--- config.mk ---
export PLATFORM = sky130hd
export DESIGN_NAME = entropy_pool_rng_core
export DESIGN_NICKNAME = d
export VERILOG_FILES = /design/src/hw/rtl/epr_pkg.sv /design/src/hw/rtl/epr_divider.sv /design/src/hw/rtl/epr_datapath.sv /design/src/hw/rtl/epr_ctrl.sv /design/src/hw/rtl/entropy_pool_rng_core.sv
export SDC_FILE = /design/constraint.sdc
export NUM_CORES = 2
export LEC_CHECK = 0
export ABC_AREA = 1
export BUFFER_PORTS_ARGS = -buffer_cell sky130_fd_sc_hd__buf_2
export CAP_MARGIN = 10
export CORE_MARGIN = 10
export CORE_UTILIZATION = 40
export DETAILED_ROUTE_END_ITERATION = 16
export PLACE_DENSITY = 0.56
export SLEW_MARGIN = 20
export SYNTH_ARGS = -nofsm -noshare
export SYNTH_HDL_FRONTEND = slang
export SYNTH_SLANG_ARGS = --single-unit
--- constraint.sdc ---
create_clock -name clk_i -period 6.6 [get_ports clk_i]
set_input_delay 1.32 -clock clk_i [delete_from_list [all_inputs] [get_ports clk_i]]
set_output_delay 1.32 -clock clk_i [all_outputs]
set_load 0.02 [all_outputs]
--- src/hw/rtl/epr_pkg.sv ---
// Package for the entropy pool random number generator.
// Holds sizes, constants, op codes, controller states, the command and status structs and the LFSR step function.
// No dependencies.
package epr_pkg;

  localparam int unsigned PoolDepth = 32;
  localparam int unsigned SlotW = $clog2(PoolDepth);
  localparam int unsigned MaxDraws = 64;
  localparam int unsigned DrawW = $clog2(MaxDraws) + 1;

  localparam logic [31:0] LfsrTaps = 32'hB4BC_D35C;
  localparam logic [31:0] LfsrSeed = 32'hDEAD_1337;
  localparam logic [31:0] Golden = 32'h9E37_79B9;
  localparam logic [31:0] MixMul = 32'h045D_9F3B;

  typedef enum logic [1:0] {
    OpAdd = 2'd0,
    OpRandom = 2'd1,
    OpRange = 2'd2,
    OpNone = 2'd3
  } op_e;

  typedef enum logic [4:0] {
    StInit,
    StIdle,
    StAddA,
    StAddB,
    StThrStart,
    StThrWait,
    StFoldStart,
    StFold,
    StFoldLast,
    StWriteBack,
    StMix1,
    StMix2,
    StCheck,
    StModStart,
    StModWait,
    StOut
  } state_e;

  typedef struct packed {
    logic init_step;
    logic latch_in;
    logic add_a;
    logic add_b;
    logic thr_start;
    logic fold_start;
    logic fold_acc;
    logic write_back;
    logic mix1;
    logic mix2;
    logic mod_start;
    logic draw_clr;
    logic out_load;
  } cmd_t;

  typedef struct packed {
    logic init_done;
    logic fold_last;
    logic div_done;
    logic accept_draw;
    logic bound_small;
  } status_t;

  function automatic logic [31:0] lfsr_advance(input logic [31:0] w);
    logic [31:0] s;
    s = {1'b0, w[31:1]};
    if (w[0]) begin
      s = s ^ LfsrTaps;
    end
    return s;
  endfunction

endpackage

--- src/hw/rtl/epr_divider.sv ---
// Restoring radix-2 divider producing a 32-bit remainder, one bit per cycle.
// Depends on epr_pkg.
module epr_divider (
  input  logic        clk_i,
  input  logic        rst_ni,
  input  logic        start_i,
  input  logic [31:0] dividend_i,
  input  logic [31:0] divisor_i,
  output logic        done_o,
  output logic [31:0] rem_o
);
  import epr_pkg::*;

  logic [31:0] quo_q, quo_d;
  logic [32:0] rem_q, rem_d;
  logic [31:0] dvs_q, dvs_d;
  logic [5:0] cnt_q, cnt_d;
  logic busy_q, busy_d;
  logic done_q, done_d;
  logic [32:0] shifted;
  logic [32:0] diff;

  assign shifted = {rem_q[31:0], quo_q[31]};
  assign diff = shifted - {1'b0, dvs_q};

  always_comb begin
    quo_d = quo_q;
    rem_d = rem_q;
    dvs_d = dvs_q;
    cnt_d = cnt_q;
    busy_d = busy_q;
    done_d = 1'b0;
    if (start_i) begin
      quo_d = dividend_i;
      rem_d = '0;
      dvs_d = divisor_i;
      cnt_d = 6'd32;
      busy_d = 1'b1;
    end else if (busy_q) begin
      quo_d = {quo_q[30:0], 1'b0};
      if (!diff[32]) begin
        rem_d = diff;
      end else begin
        rem_d = shifted;
      end
      cnt_d = cnt_q - 6'd1;
      if (cnt_q == 6'd1) begin
        busy_d = 1'b0;
        done_d = 1'b1;
      end
    end
  end

  always_ff @(posedge clk_i or negedge rst_ni) begin
    if (!rst_ni) begin
      cnt_q <= '0;
      busy_q <= 1'b0;
      done_q <= 1'b0;
    end else begin
      cnt_q <= cnt_d;
      busy_q <= busy_d;
      done_q <= done_d;
    end
  end

  always_ff @(posedge clk_i) begin
    quo_q <= quo_d;
    rem_q <= rem_d;
    dvs_q <= dvs_d;
  end

  assign done_o = done_q;
  assign rem_o = rem_q[31:0];
endmodule

--- src/hw/rtl/epr_datapath.sv ---
// Datapath: pool memory, LFSR, slot pointer, fold accumulator, mixer and remainder unit.
// Depends on epr_pkg and epr_divider.
module epr_datapath (
  input  logic              clk_i,
  input  logic              rst_ni,
  input  epr_pkg::cmd_t     cmd_i,
  output epr_pkg::status_t  status_o,
  input  logic [1:0]        op_i,
  input  logic [31:0]       sample_i,
  input  logic [31:0]       uptime_ms_i,
  input  logic [31:0]       bound_i,
  output logic [31:0]       random_word_o
);
  import epr_pkg::*;

  logic [31:0] mem [PoolDepth];
  logic [31:0] rd_q;
  logic [SlotW-1:0] rd_addr;
  logic wr_en;
  logic [SlotW-1:0] wr_addr;
  logic [31:0] wr_data;

  logic [31:0] lfsr_q, lfsr_d;
  logic [SlotW-1:0] slot_q, slot_d;
  logic [SlotW:0] init_q, init_d;
  logic [SlotW-1:0] scan_q, scan_d;
  logic [31:0] acc_q, acc_d;
  logic [31:0] val_q, val_d;
  logic [31:0] bound_q, thr_q, thr_d;
  logic [31:0] out_q, out_d;
  logic [31:0] mixed;
  logic [31:0] prod;
  logic div_start, div_done;
  logic [31:0] div_a, div_b, rem;
  logic [31:0] init_word;
  logic [SlotW-1:0] slot_nx;

  assign slot_nx = slot_q + 1'b1;

  // Memory reads are registered; the fold scans addresses in order.
  always_comb begin
    rd_addr = scan_q;
    if (cmd_i.add_a) begin
      rd_addr = slot_nx;
    end else if (cmd_i.latch_in) begin
      rd_addr = slot_q;
    end else if (cmd_i.fold_acc && scan_q == '0) begin
      // The last fold cycle fetches the current slot for the write-back.
      rd_addr = slot_q;
    end
  end

  assign init_word = lfsr_advance(lfsr_q) ^ (32'(init_q) * Golden);

  always_comb begin
    wr_en = 1'b0;
    wr_addr = slot_q;
    wr_data = '0;
    if (cmd_i.init_step) begin
      wr_en = 1'b1;
      wr_addr = init_q[SlotW-1:0];
      unique case (init_q[SlotW-1:0])
        SlotW'(0): wr_data = 32'hCAFE_BABE;
        SlotW'(1): wr_data = 32'h3141_5926;
        SlotW'(2): wr_data = 32'hABCD_EF01;
        SlotW'(3): wr_data = 32'h8765_4321;
        default: wr_data = init_word;
      endcase
    end else if (cmd_i.add_a) begin
      wr_en = 1'b1;
      wr_data = rd_q ^ val_q;
    end else if (cmd_i.add_b) begin
      wr_en = 1'b1;
      wr_addr = slot_q;
      wr_data = rd_q ^ {val_q[24:0], val_q[31:25]};
    end else if (cmd_i.write_back) begin
      wr_en = 1'b1;
      wr_data = rd_q ^ acc_q;
    end
  end

  always_ff @(posedge clk_i) begin
    if (wr_en) begin
      mem[wr_addr] <= wr_data;
    end
    rd_q <= mem[rd_addr];
  end

  assign mixed = acc_q ^ {16'd0, acc_q[31:16]};
  assign prod = val_q * MixMul;

  always_comb begin
    lfsr_d = lfsr_q;
    slot_d = slot_q;
    init_d = init_q;
    scan_d = scan_q;
    acc_d = acc_q;
    val_d = val_q;
    thr_d = thr_q;
    out_d = out_q;
    if (cmd_i.init_step) begin
      init_d = init_q + 1'b1;
      if (init_q >= (SlotW+1)'(4)) begin
        lfsr_d = lfsr_advance(lfsr_q);
      end
    end
    if (cmd_i.latch_in) begin
      val_d = sample_i ^ uptime_ms_i ^ lfsr_advance(lfsr_q);
      if (op_i == OpAdd) begin
        lfsr_d = lfsr_advance(lfsr_q);
      end
    end
    if (cmd_i.add_a) begin
      slot_d = slot_nx;
    end
    if (cmd_i.fold_start) begin
      lfsr_d = lfsr_advance(lfsr_q);
      acc_d = lfsr_advance(lfsr_q);
      // Address 0 is already being read while the fold starts.
      scan_d = SlotW'(1);
    end
    if (cmd_i.fold_acc) begin
      acc_d = acc_q ^ rd_q;
    end
    if (cmd_i.fold_acc || (cmd_i.fold_start == 1'b0 && cmd_i.write_back == 1'b0 &&
        cmd_i.mix1 == 1'b0 && cmd_i.mix2 == 1'b0 && cmd_i.add_a == 1'b0 &&
        cmd_i.add_b == 1'b0 && scan_q != '0)) begin
      scan_d = scan_q + 1'b1;
    end
    if (cmd_i.write_back) begin
      slot_d = slot_nx;
      scan_d = '0;
    end
    if (cmd_i.mix1) begin
      val_d = mixed;
    end
    if (cmd_i.mix2) begin
      acc_d = prod ^ {16'd0, prod[31:16]};
    end
    if (div_done && cmd_i.thr_start == 1'b0 && !cmd_i.mod_start) begin
      thr_d = rem;
    end
    if (cmd_i.out_load) begin
      out_d = (op_i == OpRange) ? (status_o.bound_small ? 32'd0 : rem) : acc_d;
    end
  end

  always_ff @(posedge clk_i or negedge rst_ni) begin
    if (!rst_ni) begin
      lfsr_q <= LfsrSeed;
      slot_q <= '0;
      init_q <= '0;
      scan_q <= '0;
    end else begin
      lfsr_q <= lfsr_d;
      slot_q <= slot_d;
      init_q <= init_d;
      scan_q <= scan_d;
    end
  end

  always_ff @(posedge clk_i) begin
    acc_q <= acc_d;
    val_q <= val_d;
    thr_q <= thr_d;
    out_q <= out_d;
    if (cmd_i.latch_in) begin
      bound_q <= bound_i;
    end
  end

  assign div_start = cmd_i.thr_start | cmd_i.mod_start;
  assign div_a = cmd_i.thr_start ? (32'd0 - bound_q) : acc_q;
  assign div_b = bound_q;

  epr_divider u_div (
    .clk_i     (clk_i),
    .rst_ni    (rst_ni),
    .start_i   (div_start),
    .dividend_i(div_a),
    .divisor_i (div_b),
    .done_o    (div_done),
    .rem_o     (rem)
  );

  assign status_o.init_done = (init_q == (SlotW+1)'(PoolDepth));
  assign status_o.fold_last = (scan_q == SlotW'(PoolDepth - 1));
  assign status_o.div_done = div_done;
  assign status_o.accept_draw = (acc_q >= thr_q);
  assign status_o.bound_small = (bound_q <= 32'd1);
  assign random_word_o = out_q;
endmodule

--- src/hw/rtl/epr_ctrl.sv ---
// Controller state machine sequencing seeding, add, fold, mix and rejection loops.
// Depends on epr_pkg.
module epr_ctrl (
  input  logic              clk_i,
  input  logic              rst_ni,
  input  logic              in_valid_i,
  input  logic [1:0]        op_i,
  output logic              in_stall_o,
  output logic              out_valid_o,
  input  logic              out_stall_i,
  input  epr_pkg::status_t  status_i,
  output epr_pkg::cmd_t     cmd_o,
  output logic [1:0]        op_o
);
  import epr_pkg::*;

  state_e state_q, state_d;
  logic [1:0] op_q;
  logic [DrawW-1:0] draws_q, draws_d;
  logic in_acc;

  assign in_acc = in_valid_i && !in_stall_o;
  assign in_stall_o = (state_q != StIdle);
  assign out_valid_o = (state_q == StOut);
  assign op_o = in_acc ? op_i : op_q;

  always_comb begin
    state_d = state_q;
    unique case (state_q)
      StInit: if (status_i.init_done) state_d = StIdle;
      StIdle: begin
        if (in_acc) begin
          unique case (op_e'(op_i))
            OpAdd: state_d = StAddA;
            OpRandom: state_d = StFoldStart;
            OpRange: state_d = StThrStart;
            OpNone: state_d = StIdle;
          endcase
        end
      end
      StAddA: state_d = StAddB;
      StAddB: state_d = StIdle;
      StThrStart: state_d = status_i.bound_small ? StOut : StThrWait;
      StThrWait: if (status_i.div_done) state_d = StFoldStart;
      StFoldStart: state_d = StFold;
      StFold: if (status_i.fold_last) state_d = StFoldLast;
      StFoldLast: state_d = StWriteBack;
      StWriteBack: state_d = StMix1;
      StMix1: state_d = StMix2;
      StMix2: state_d = (op_q == OpRange) ? StCheck : StOut;
      StCheck: begin
        if (status_i.accept_draw || draws_q == DrawW'(MaxDraws)) begin
          state_d = StModStart;
        end else begin
          state_d = StFoldStart;
        end
      end
      StModStart: state_d = StModWait;
      StModWait: if (status_i.div_done) state_d = StOut;
      StOut: if (!out_stall_i) state_d = StIdle;
      default: state_d = StIdle;
    endcase
  end

  always_comb begin
    cmd_o = '0;
    draws_d = draws_q;
    unique case (state_q)
      StInit: cmd_o.init_step = !status_i.init_done;
      StIdle: begin
        cmd_o.latch_in = in_acc;
        draws_d = '0;
      end
      StAddA: cmd_o.add_a = 1'b1;
      StAddB: cmd_o.add_b = 1'b1;
      StThrStart: begin
        cmd_o.thr_start = !status_i.bound_small;
        cmd_o.out_load = status_i.bound_small;
      end
      StFoldStart: begin
        cmd_o.fold_start = 1'b1;
        draws_d = draws_q + 1'b1;
      end
      StFold: cmd_o.fold_acc = 1'b1;
      StFoldLast: cmd_o.fold_acc = 1'b1;
      StWriteBack: cmd_o.write_back = 1'b1;
      StMix1: cmd_o.mix1 = 1'b1;
      StMix2: begin
        cmd_o.mix2 = 1'b1;
        cmd_o.out_load = (op_q == OpRandom);
      end
      StModStart: cmd_o.mod_start = 1'b1;
      StModWait: cmd_o.out_load = status_i.div_done;
      default: cmd_o = '0;
    endcase
  end

  always_ff @(posedge clk_i or negedge rst_ni) begin
    if (!rst_ni) begin
      state_q <= StInit;
      op_q <= '0;
      draws_q <= '0;
    end else begin
      state_q <= state_d;
      draws_q <= draws_d;
      if (in_acc) begin
        op_q <= op_i;
      end
    end
  end
endmodule

--- src/hw/rtl/entropy_pool_rng_core.sv ---
// Channel   Direction  Handshake           Payload
// in        input      in_valid_i/_stall_o op_i, sample_i, uptime_ms_i, bound_i
// out       output     out_valid_o/stall_i random_word_o
// After reset the pool is seeded one word a cycle, all 32 words; input stalls meanwhile.
// An add updates two pool slots; a random word folds the whole pool one read at a time.
// A range request with a bound above 1 adds two remainder passes and a new fold per rejected draw.
// One item is in flight at a time; a result waits in the output register under stall.
// Top level of the entropy pool RNG; depends on epr_pkg, epr_ctrl and epr_datapath.
module entropy_pool_rng_core (
  input  logic        clk_i,
  input  logic        rst_ni,
  input  logic        in_valid_i,
  output logic        in_stall_o,
  input  logic [1:0]  op_i,
  input  logic [31:0] sample_i,
  input  logic [31:0] uptime_ms_i,
  input  logic [31:0] bound_i,
  output logic        out_valid_o,
  input  logic        out_stall_i,
  output logic [31:0] random_word_o
);
  import epr_pkg::*;

  cmd_t cmd;
  status_t status;
  logic [1:0] op_cur;

  epr_ctrl u_ctrl (
    .clk_i      (clk_i),
    .rst_ni     (rst_ni),
    .in_valid_i (in_valid_i),
    .op_i       (op_i),
    .in_stall_o (in_stall_o),
    .out_valid_o(out_valid_o),
    .out_stall_i(out_stall_i),
    .status_i   (status),
    .cmd_o      (cmd),
    .op_o       (op_cur)
  );

  epr_datapath u_dp (
    .clk_i        (clk_i),
    .rst_ni       (rst_ni),
    .cmd_i        (cmd),
    .status_o     (status),
    .op_i         (op_cur),
    .sample_i     (sample_i),
    .uptime_ms_i  (uptime_ms_i),
    .bound_i      (bound_i),
    .random_word_o(random_word_o)
  );

  // The input side is closed whenever a result is pending.
  assert property (@(posedge clk_i) disable iff (!rst_ni) out_valid_o |-> in_stall_o)
    else $error("input open while result pending");
  // A stalled result keeps its value.
  assert property (@(posedge clk_i) disable iff (!rst_ni)
    out_valid_o && out_stall_i |=> $stable(random_word_o))
    else $error("result changed under stall");
  // Fold and write-back never overlap.
  assert property (@(posedge clk_i) disable iff (!rst_ni)
    !(cmd.fold_acc && cmd.write_back))
    else $error("fold overlaps write-back");
endmodule

## Yosys cells after proc, flatten, opt, wreduce, memory -nomap -nowiden

Memory sizes are Yosys's and may differ from the RTL's. A register that Yosys moved wholly into a read port is not among the register bits.
Cells that the tools add are included.

| word-level totals | value |
|---|---|
| memories | 1 |
| memory bits (writable) | 1024 |
| bits in registers | 326 |
| word-level logic and storage cells | 183 |
| output and inout port bits | 34 |
| input port bits | 102 |

| operators by class | value |
|---|---|
| bitwise logic cells | 17 |
| equal/unequal tests | 35 |
| reductions and logical operators | 29 |
| order comparisons | 3 |
| mux-type cells | 71 |
| multiply operators | 2 |
| add/sub/neg operators | 7 |

Memories:

| name | depth | bits a word | rd ports | clocked after memory_dff | write ports | RTL line | RTL |
|---|---|---|---|---|---|---|---|
| u_dp.mem | 32 | 32 | 1 | 1 | 1 | epr_datapath.sv:16 | `logic [31:0] mem [PoolDepth];` |

Operators with widths:

| kind | number |
|---|---|
| 32-bit 2-to-1 mux | 22 |
| 32-bit bitwise XOR | 6 |
| 32-bit case mux with 4 select lines | 1 |
| 5-bit 2-to-1 mux | 15 |
| 5-bit case mux with 15 select lines | 1 |
| 32-bit by 16-bit bitwise XOR with 32-bit output | 2 |
| 5-bit by 4-bit == test with 1-bit output, second input constant | 8 |
| 33-bit by 32-bit subtractor with 33-bit output | 1 |
| 32-bit greater-or-equal comparator | 1 |
| 32-bit by 1-bit <= comparator with 1-bit output, second input constant | 1 |
| 32-bit by 27-bit multiplier with 32-bit output, second input constant | 1 |
| 6-bit by 32-bit multiplier with 32-bit output, second input constant | 1 |
| 1-bit by 32-bit subtractor with 32-bit output, first input constant | 1 |
| 1-bit 2-to-1 mux | 23 |
| 5-bit by 2-bit == test with 1-bit output, second input constant | 4 |
| 5-bit by 3-bit == test with 1-bit output, second input constant | 4 |
| 5-bit case mux with 4 select lines | 1 |
| 17-bit inverter with 18-bit output | 1 |
| 5-bit zero test | 3 |
| 7-bit case mux with 2 select lines | 1 |
| 6-bit 2-to-1 mux | 2 |
| 5-bit by 1-bit adder with 5-bit output, second input constant | 2 |
| 5-bit by 1-bit == test with 1-bit output, second input constant | 2 |
| 1-bit logical AND | 10 |
| 26 further kinds | 50 |

## Depth between registers and ports, before layout

| logic depth | value |
|---|---|
| depth in word-level cells | 12 |
| depth in mapped cells | 32 |
| mapped depth without buffers | 32 |

## Hierarchy

A second synthesis with hierarchy kept.

| second synthesis, totals | value |
|---|---|
| cells, all modules | 8419 |
| area total of the unflattened synthesis | 78898.2 µm² |

By module, submodules not included:

| module | cells an instance | area an instance (µm²) | seq. area each (µm²) | times used |
|---|---|---|---|---|
| epr_datapath | 7218 | 70880.5 | 37099.3 | 1 |
| epr_divider | 1038 | 6940.4 | 2762.6 | 1 |
| epr_ctrl | 163 | 1077.3 | 325.3 | 1 |

## Worst setup path after synthesis

No wires, ideal clock.

| timing path | value |
|---|---|
| path kind | register to register |
| start | reg u_dp.val_q[16] |
| end | reg u_dp.out_q[13] (netlist: u_dp.random_word_o[13]), data pin |
| buffers on the path | 0 |
| arrival time | 5719 ps |
| clock period less this slack | 5972 ps |
| stages on the path, launching flop included | 29 |
| library setup time | 253 ps |
| setup slack | 628 ps |
| required time | 6347 ps |
| cell sequence | edfxtp_1 -> inv_1 -> fa_1 -> inv_1 -> ha_1 -> fa_1 -> inv_1 -> fa_1 -> inv_1 -> fa_1 -> fa_1 -> inv_1 -> fa_1 -> inv_1 -> ha_1 -> nand2_1 -> inv_1 -> nand2_1 -> nor3_1 -> nand3_1 -> nand3_1 -> inv_1 -> o21ai_0 -> or2_2 -> nand3b_1 -> nand3_1 -> nand2_1 -> nand2_1 -> nand2_1 |

| between the ends | value |
|---|---|
| word-level cells in the longest chain between the ends | 4 |

Ends and longest elaborated chain:

| element | RTL line | RTL |
|---|---|---|
| start: declaration | epr_datapath.sv:28 | `logic [31:0] val_q, val_d;` |
| start signal: assignment | epr_datapath.sv:164 | `val_q <= val_d;` |
| 32-bit by 27-bit multiplier with 32-bit output | epr_datapath.sv:90 | `assign prod = val_q * MixMul;` |
| 32-bit by 16-bit bitwise XOR with 32-bit output | epr_datapath.sv:138 | `acc_d = prod ^ {16'd0, prod[31:16]};` |
| 32-bit 2-to-1 mux | epr_datapath.sv:137 | `if (cmd_i.mix2) begin` |
| named net u_dp.acc_d[13] | epr_datapath.sv:27 | `logic [31:0] acc_q, acc_d;` |
| 32-bit 2-to-1 mux | epr_datapath.sv:144 | `out_d = (op_i == OpRange) ? (status_o.bound_small ? 32'd0 : rem) : acc_d;` |
| end signal: assignment | epr_datapath.sv:166 | `out_q <= out_d;` |
| end: declaration | epr_datapath.sv:30 | `logic [31:0] out_q, out_d;` |

The timed path passes the listed nets, and every way through them passes these cells.
A chain may end at the register's enable or synchronous reset.

## Worst setup path in the final report

| timing path | value |
|---|---|
| start | reg u_dp.val_q[7] |
| end | reg u_dp.out_q[23] (netlist: u_dp.random_word_o[23]), data pin |

Same word-level chain as after synthesis.

==> run summary <==
Status -> finished, final reports clean
Die Width -> 459.9 um
Share of the synthesized area in the top cell type -> 47.18%
Worst slew margin -> 21.01%
Yosys cell types -> 60
Hold slack -> 453.6 ps
Worst setup EP type -> flip-flop
Layout cells sized above 1 -> 8.807%
Endpoints failing hold -> 0
EDFF count, synth -> 1,216
Pre-antenna DRT Iters -> 6
Hold Path Depth -> 0
Ys Warns -> 0
Worst-case clock buffer depth -> 3
Core area -> 192,400 sq um
Tcrit/Tclk final -> 95.33%
Actual slew at the worst max-slew pin -> 1176 ps
Via density -> 5.368
Die area -> 211,500 sq um
Setup Skew -> 57.53 ps
Met2 routed WL -> 119.6 mm
Slew Limit Fails -> 0
CTS tree -> done
Synth Instances -> 7,949
Nets -> 8,774
Initial antenna violation count -> 6
CTS sink count -> 1,381
Synth Area in Simple Gates -> 19.96%
First-pass GRT wire length -> 380.9 mm
HPWL after DPL -> 172.3 mm
Met3 WL -> 18.82 mm
XOR/XNOR share of the synthesized area -> 3.339%
R2R Path Start -> u_dp.val_q[7]$_DFFE_PP_
Startpoint types -> flip-flop
CP startpoint -> u_dp.val_q[7]$_DFFE_PP_
Largest family of logic cells by synthesized area -> simple AND/OR/NAND/NOR gates
DIE HEIGHT -> 459.9 um
I/O pins -> 136
Seq/Total Area, Yosys -> 51.93%
Uppermost routed layer -> met5
# DRC -> 0
Vias in the first global route -> 56,066
Routed WL -> 259.8 mm
Cell total after placement -> 10,473
Critical path fanouts, max -> 6
Final Wtd Congestion -> 0.9684
Met1 wire length -> 110.4 mm
Worst Hold Launch -> u_dp.bound_q[1]$_DFFE_PP_
Largest net degree at the start of global routing -> 149
PnR worst setup slack -> 308.3 ps
Synth top area cells -> edfxtp_1 47%, nand2_1 8.2%, fa_1 6.3%
Area growth syn-to-layout -> 13.26%
Most common cell in the netlist -> nand2_1
Crit Path Class -> reg -> reg
Synth Net Count -> 8,604
Mux contribution to synthesized area -> 0.08569%
Starting Density -> 40.23%
WL per Instance -> 24.11 um
Clock latency on the worst-skew pair -> 840 ps
Setup TNS -> 0 ps
# rows -> 161
Worst path arrival time -> 6950 ps
RSZ-0062 raised after global routing -> false
Critical Path RT -> 7260 ps
Complex-gate fraction of the synthesized area -> 5.342%
Initial DRC Count -> 6,017
Main synth FF type -> edfxtp_1
Synth cell count leaders -> 1,689 x nand2_1, 1,267 x inv_1, 1,216 x edfxtp_1
Maximum clock frequency -> 158.9 MHz
Setup Viol. Count Final -> 0
H-tree levels -> 4
Post-Layout Cell Count -> 10,774
Number of buffers created by CTS -> 157
Max cap viols -> 0
CTS clk-pin slew, worst paths -> 60 ps
Worst r2r path cells -> 26
Worst Hold Class -> reg -> reg
Clock root buffer -> clkbuf_16
Synth Register Bits -> 1,381
Total track usage -> 24.03%
Area leader, netlist -> edfxtp_1
Antenna Nets Post-Route -> 0
Port-buffer cells -> 135
DR vias -> 57,834
Pre-CTS WS -> 52.85 ps
Total congestion overflow -> 0
Mapped cell area -> 77,390 sq um
Avg Cell Area, Syn -> 9.736 sq um
FFs w/ async S/R, synth -> 4.996%
Min Tclk post-route -> 6292 ps
Post-Synth Adder-Cell Area -> 11.32%
## cell families (layout without fill, tap and decap cells)
| group | after synthesis | in the layout |
|---|---|---|
| buffers and inverters | 1617 | 1911 |
| flip-flops | 1381 | 1381 |
| multiplexers | 6 | 6 |
| XOR/XNOR | 295 | 295 |
| adder cells (fa/ha/maj) | 553 | 553 |
| AND/OR/NAND/NOR | 3356 | 3356 |
| other | 0 | 5 |
| AO/OA/AOI/OAI | 741 | 741 |
## state kept, by name, summed over array words and instances (netlist names), 4 cells and up
register            count
u_ctrl.draws_q          7
u_dp.u_div.rem_q       32
u_dp.u_div.quo_q       32
u_dp.u_div.dvs_q       32
u_dp.rd_q              32
u_dp.u_div.cnt_q        6
u_dp.acc_q             32
u_dp.lfsr_q            32
u_dp.slot_q             5
u_dp.scan_q             5
u_ctrl.state_q          4
u_dp.init_q             6
u_dp.random_word_o     32
u_dp.thr_q             32
u_dp.mem             1024
u_dp.val_q             32
u_dp.bound_q           32
## path summary, 6_finish.rpt
| kind | slack (ps) | endpoint |
|---|---|---|
| worst min register to register | 450 | u_dp.u_div.dvs_q[1]$_DFFE_PN_ |
| worst max register to register | 310 | u_dp.random_word_o[23]$_DFFE_PP_ |
| worst min-delay path | 450 | u_dp.u_div.dvs_q[1]$_DFFE_PN_ |
| min in group asynchronous | 620 | u_dp.u_div.cnt_q[2]$_DFFE_PN0P_ |
| max in group asynchronous | 5260 | u_dp.lfsr_q[17]$_DFF_PN0_ |
| worst max-delay path | 310 | u_dp.random_word_o[23]$_DFFE_PP_ |
## per-layer routing
layer | up-vias | track usage (%)
met5 | - | 0
met3 | 493 | 4.042
met4 | 4 | 8.949
met1 | 28442 | 32.61
met2 | 2201 | 38.60
li1 | 26694 | -
## metrics by stage
stage	area [sq um]	utilization [%]
final	87650	45.56
after global routing	87640	45.56
after CTS	87470	45.47
after detailed placement	82290	42.77
after global placement	82290	42.77
after floorplan	77390	-
## what timing repair did
action,4_1_cts,5_1_grt
setup endpoints to repair,0,19
hold buffers,0,0
resized for setup,0,21
setup buffers,0,13
## final cells by class
class / count / area (sq um)
fillers: 18163 / 104700
inverters: 1280 / 4827
diodes: 5 / 12.51
clock buffers: 199 / 4200
well taps: 2526 / 3161
multi-input cells: 4951 / 31570
repair buffers: 348 / 2703
clock inverters: 84 / 985.9
flip-flops and latches: 1381 / 40190
## cells in the final DEF (no fill, tap or decap), drive strengths merged, types with 14 or more instances in the layout
cell,netlist,routed
buf,142,348
o22ai,22,22
dfrtp,50,50
xnor2,147,147
xor2,148,148
a31oi,34,34
dfxtp,96,96
or2,17,17
a21oi,219,219
nor2,270,270
nor4,19,19
nand2,1691,1691
a21o,18,18
nand3,902,902
inv,1276,1279
a22oi,14,14
nor3,35,35
clkbuf,195,199
edfxtp,1216,1216
nand3b,394,394
o31ai,19,19
ha,308,308
o21ai,345,345
dfstp,19,19
nand4,20,20
fa,245,245
clkinv,4,68
## worst max-delay path: stages (launching register included)
cell and delay, ps:
edfxtp_1 530, buf_4 220, buf_4 130, fa_1 520, ha_1 210, inv_1 70, fa_1 470, fa_1 390
inv_1 70, fa_1 430, fa_1 540, inv_1 50, fa_1 480, inv_1 60, ha_1 320, nand2_1 150
inv_1 50, nand2_1 60, nand2_1 40, o21bai_1 200, a21o_1 220, a21oi_1 200, nand2_1 130, a31oi_1 310
buf_4 180, nand2_1 50, o31ai_1 70
Power is left out: the tool's default activity adds up to more than one toggle a clock period on the data nets, which glitch-free logic cannot reach.
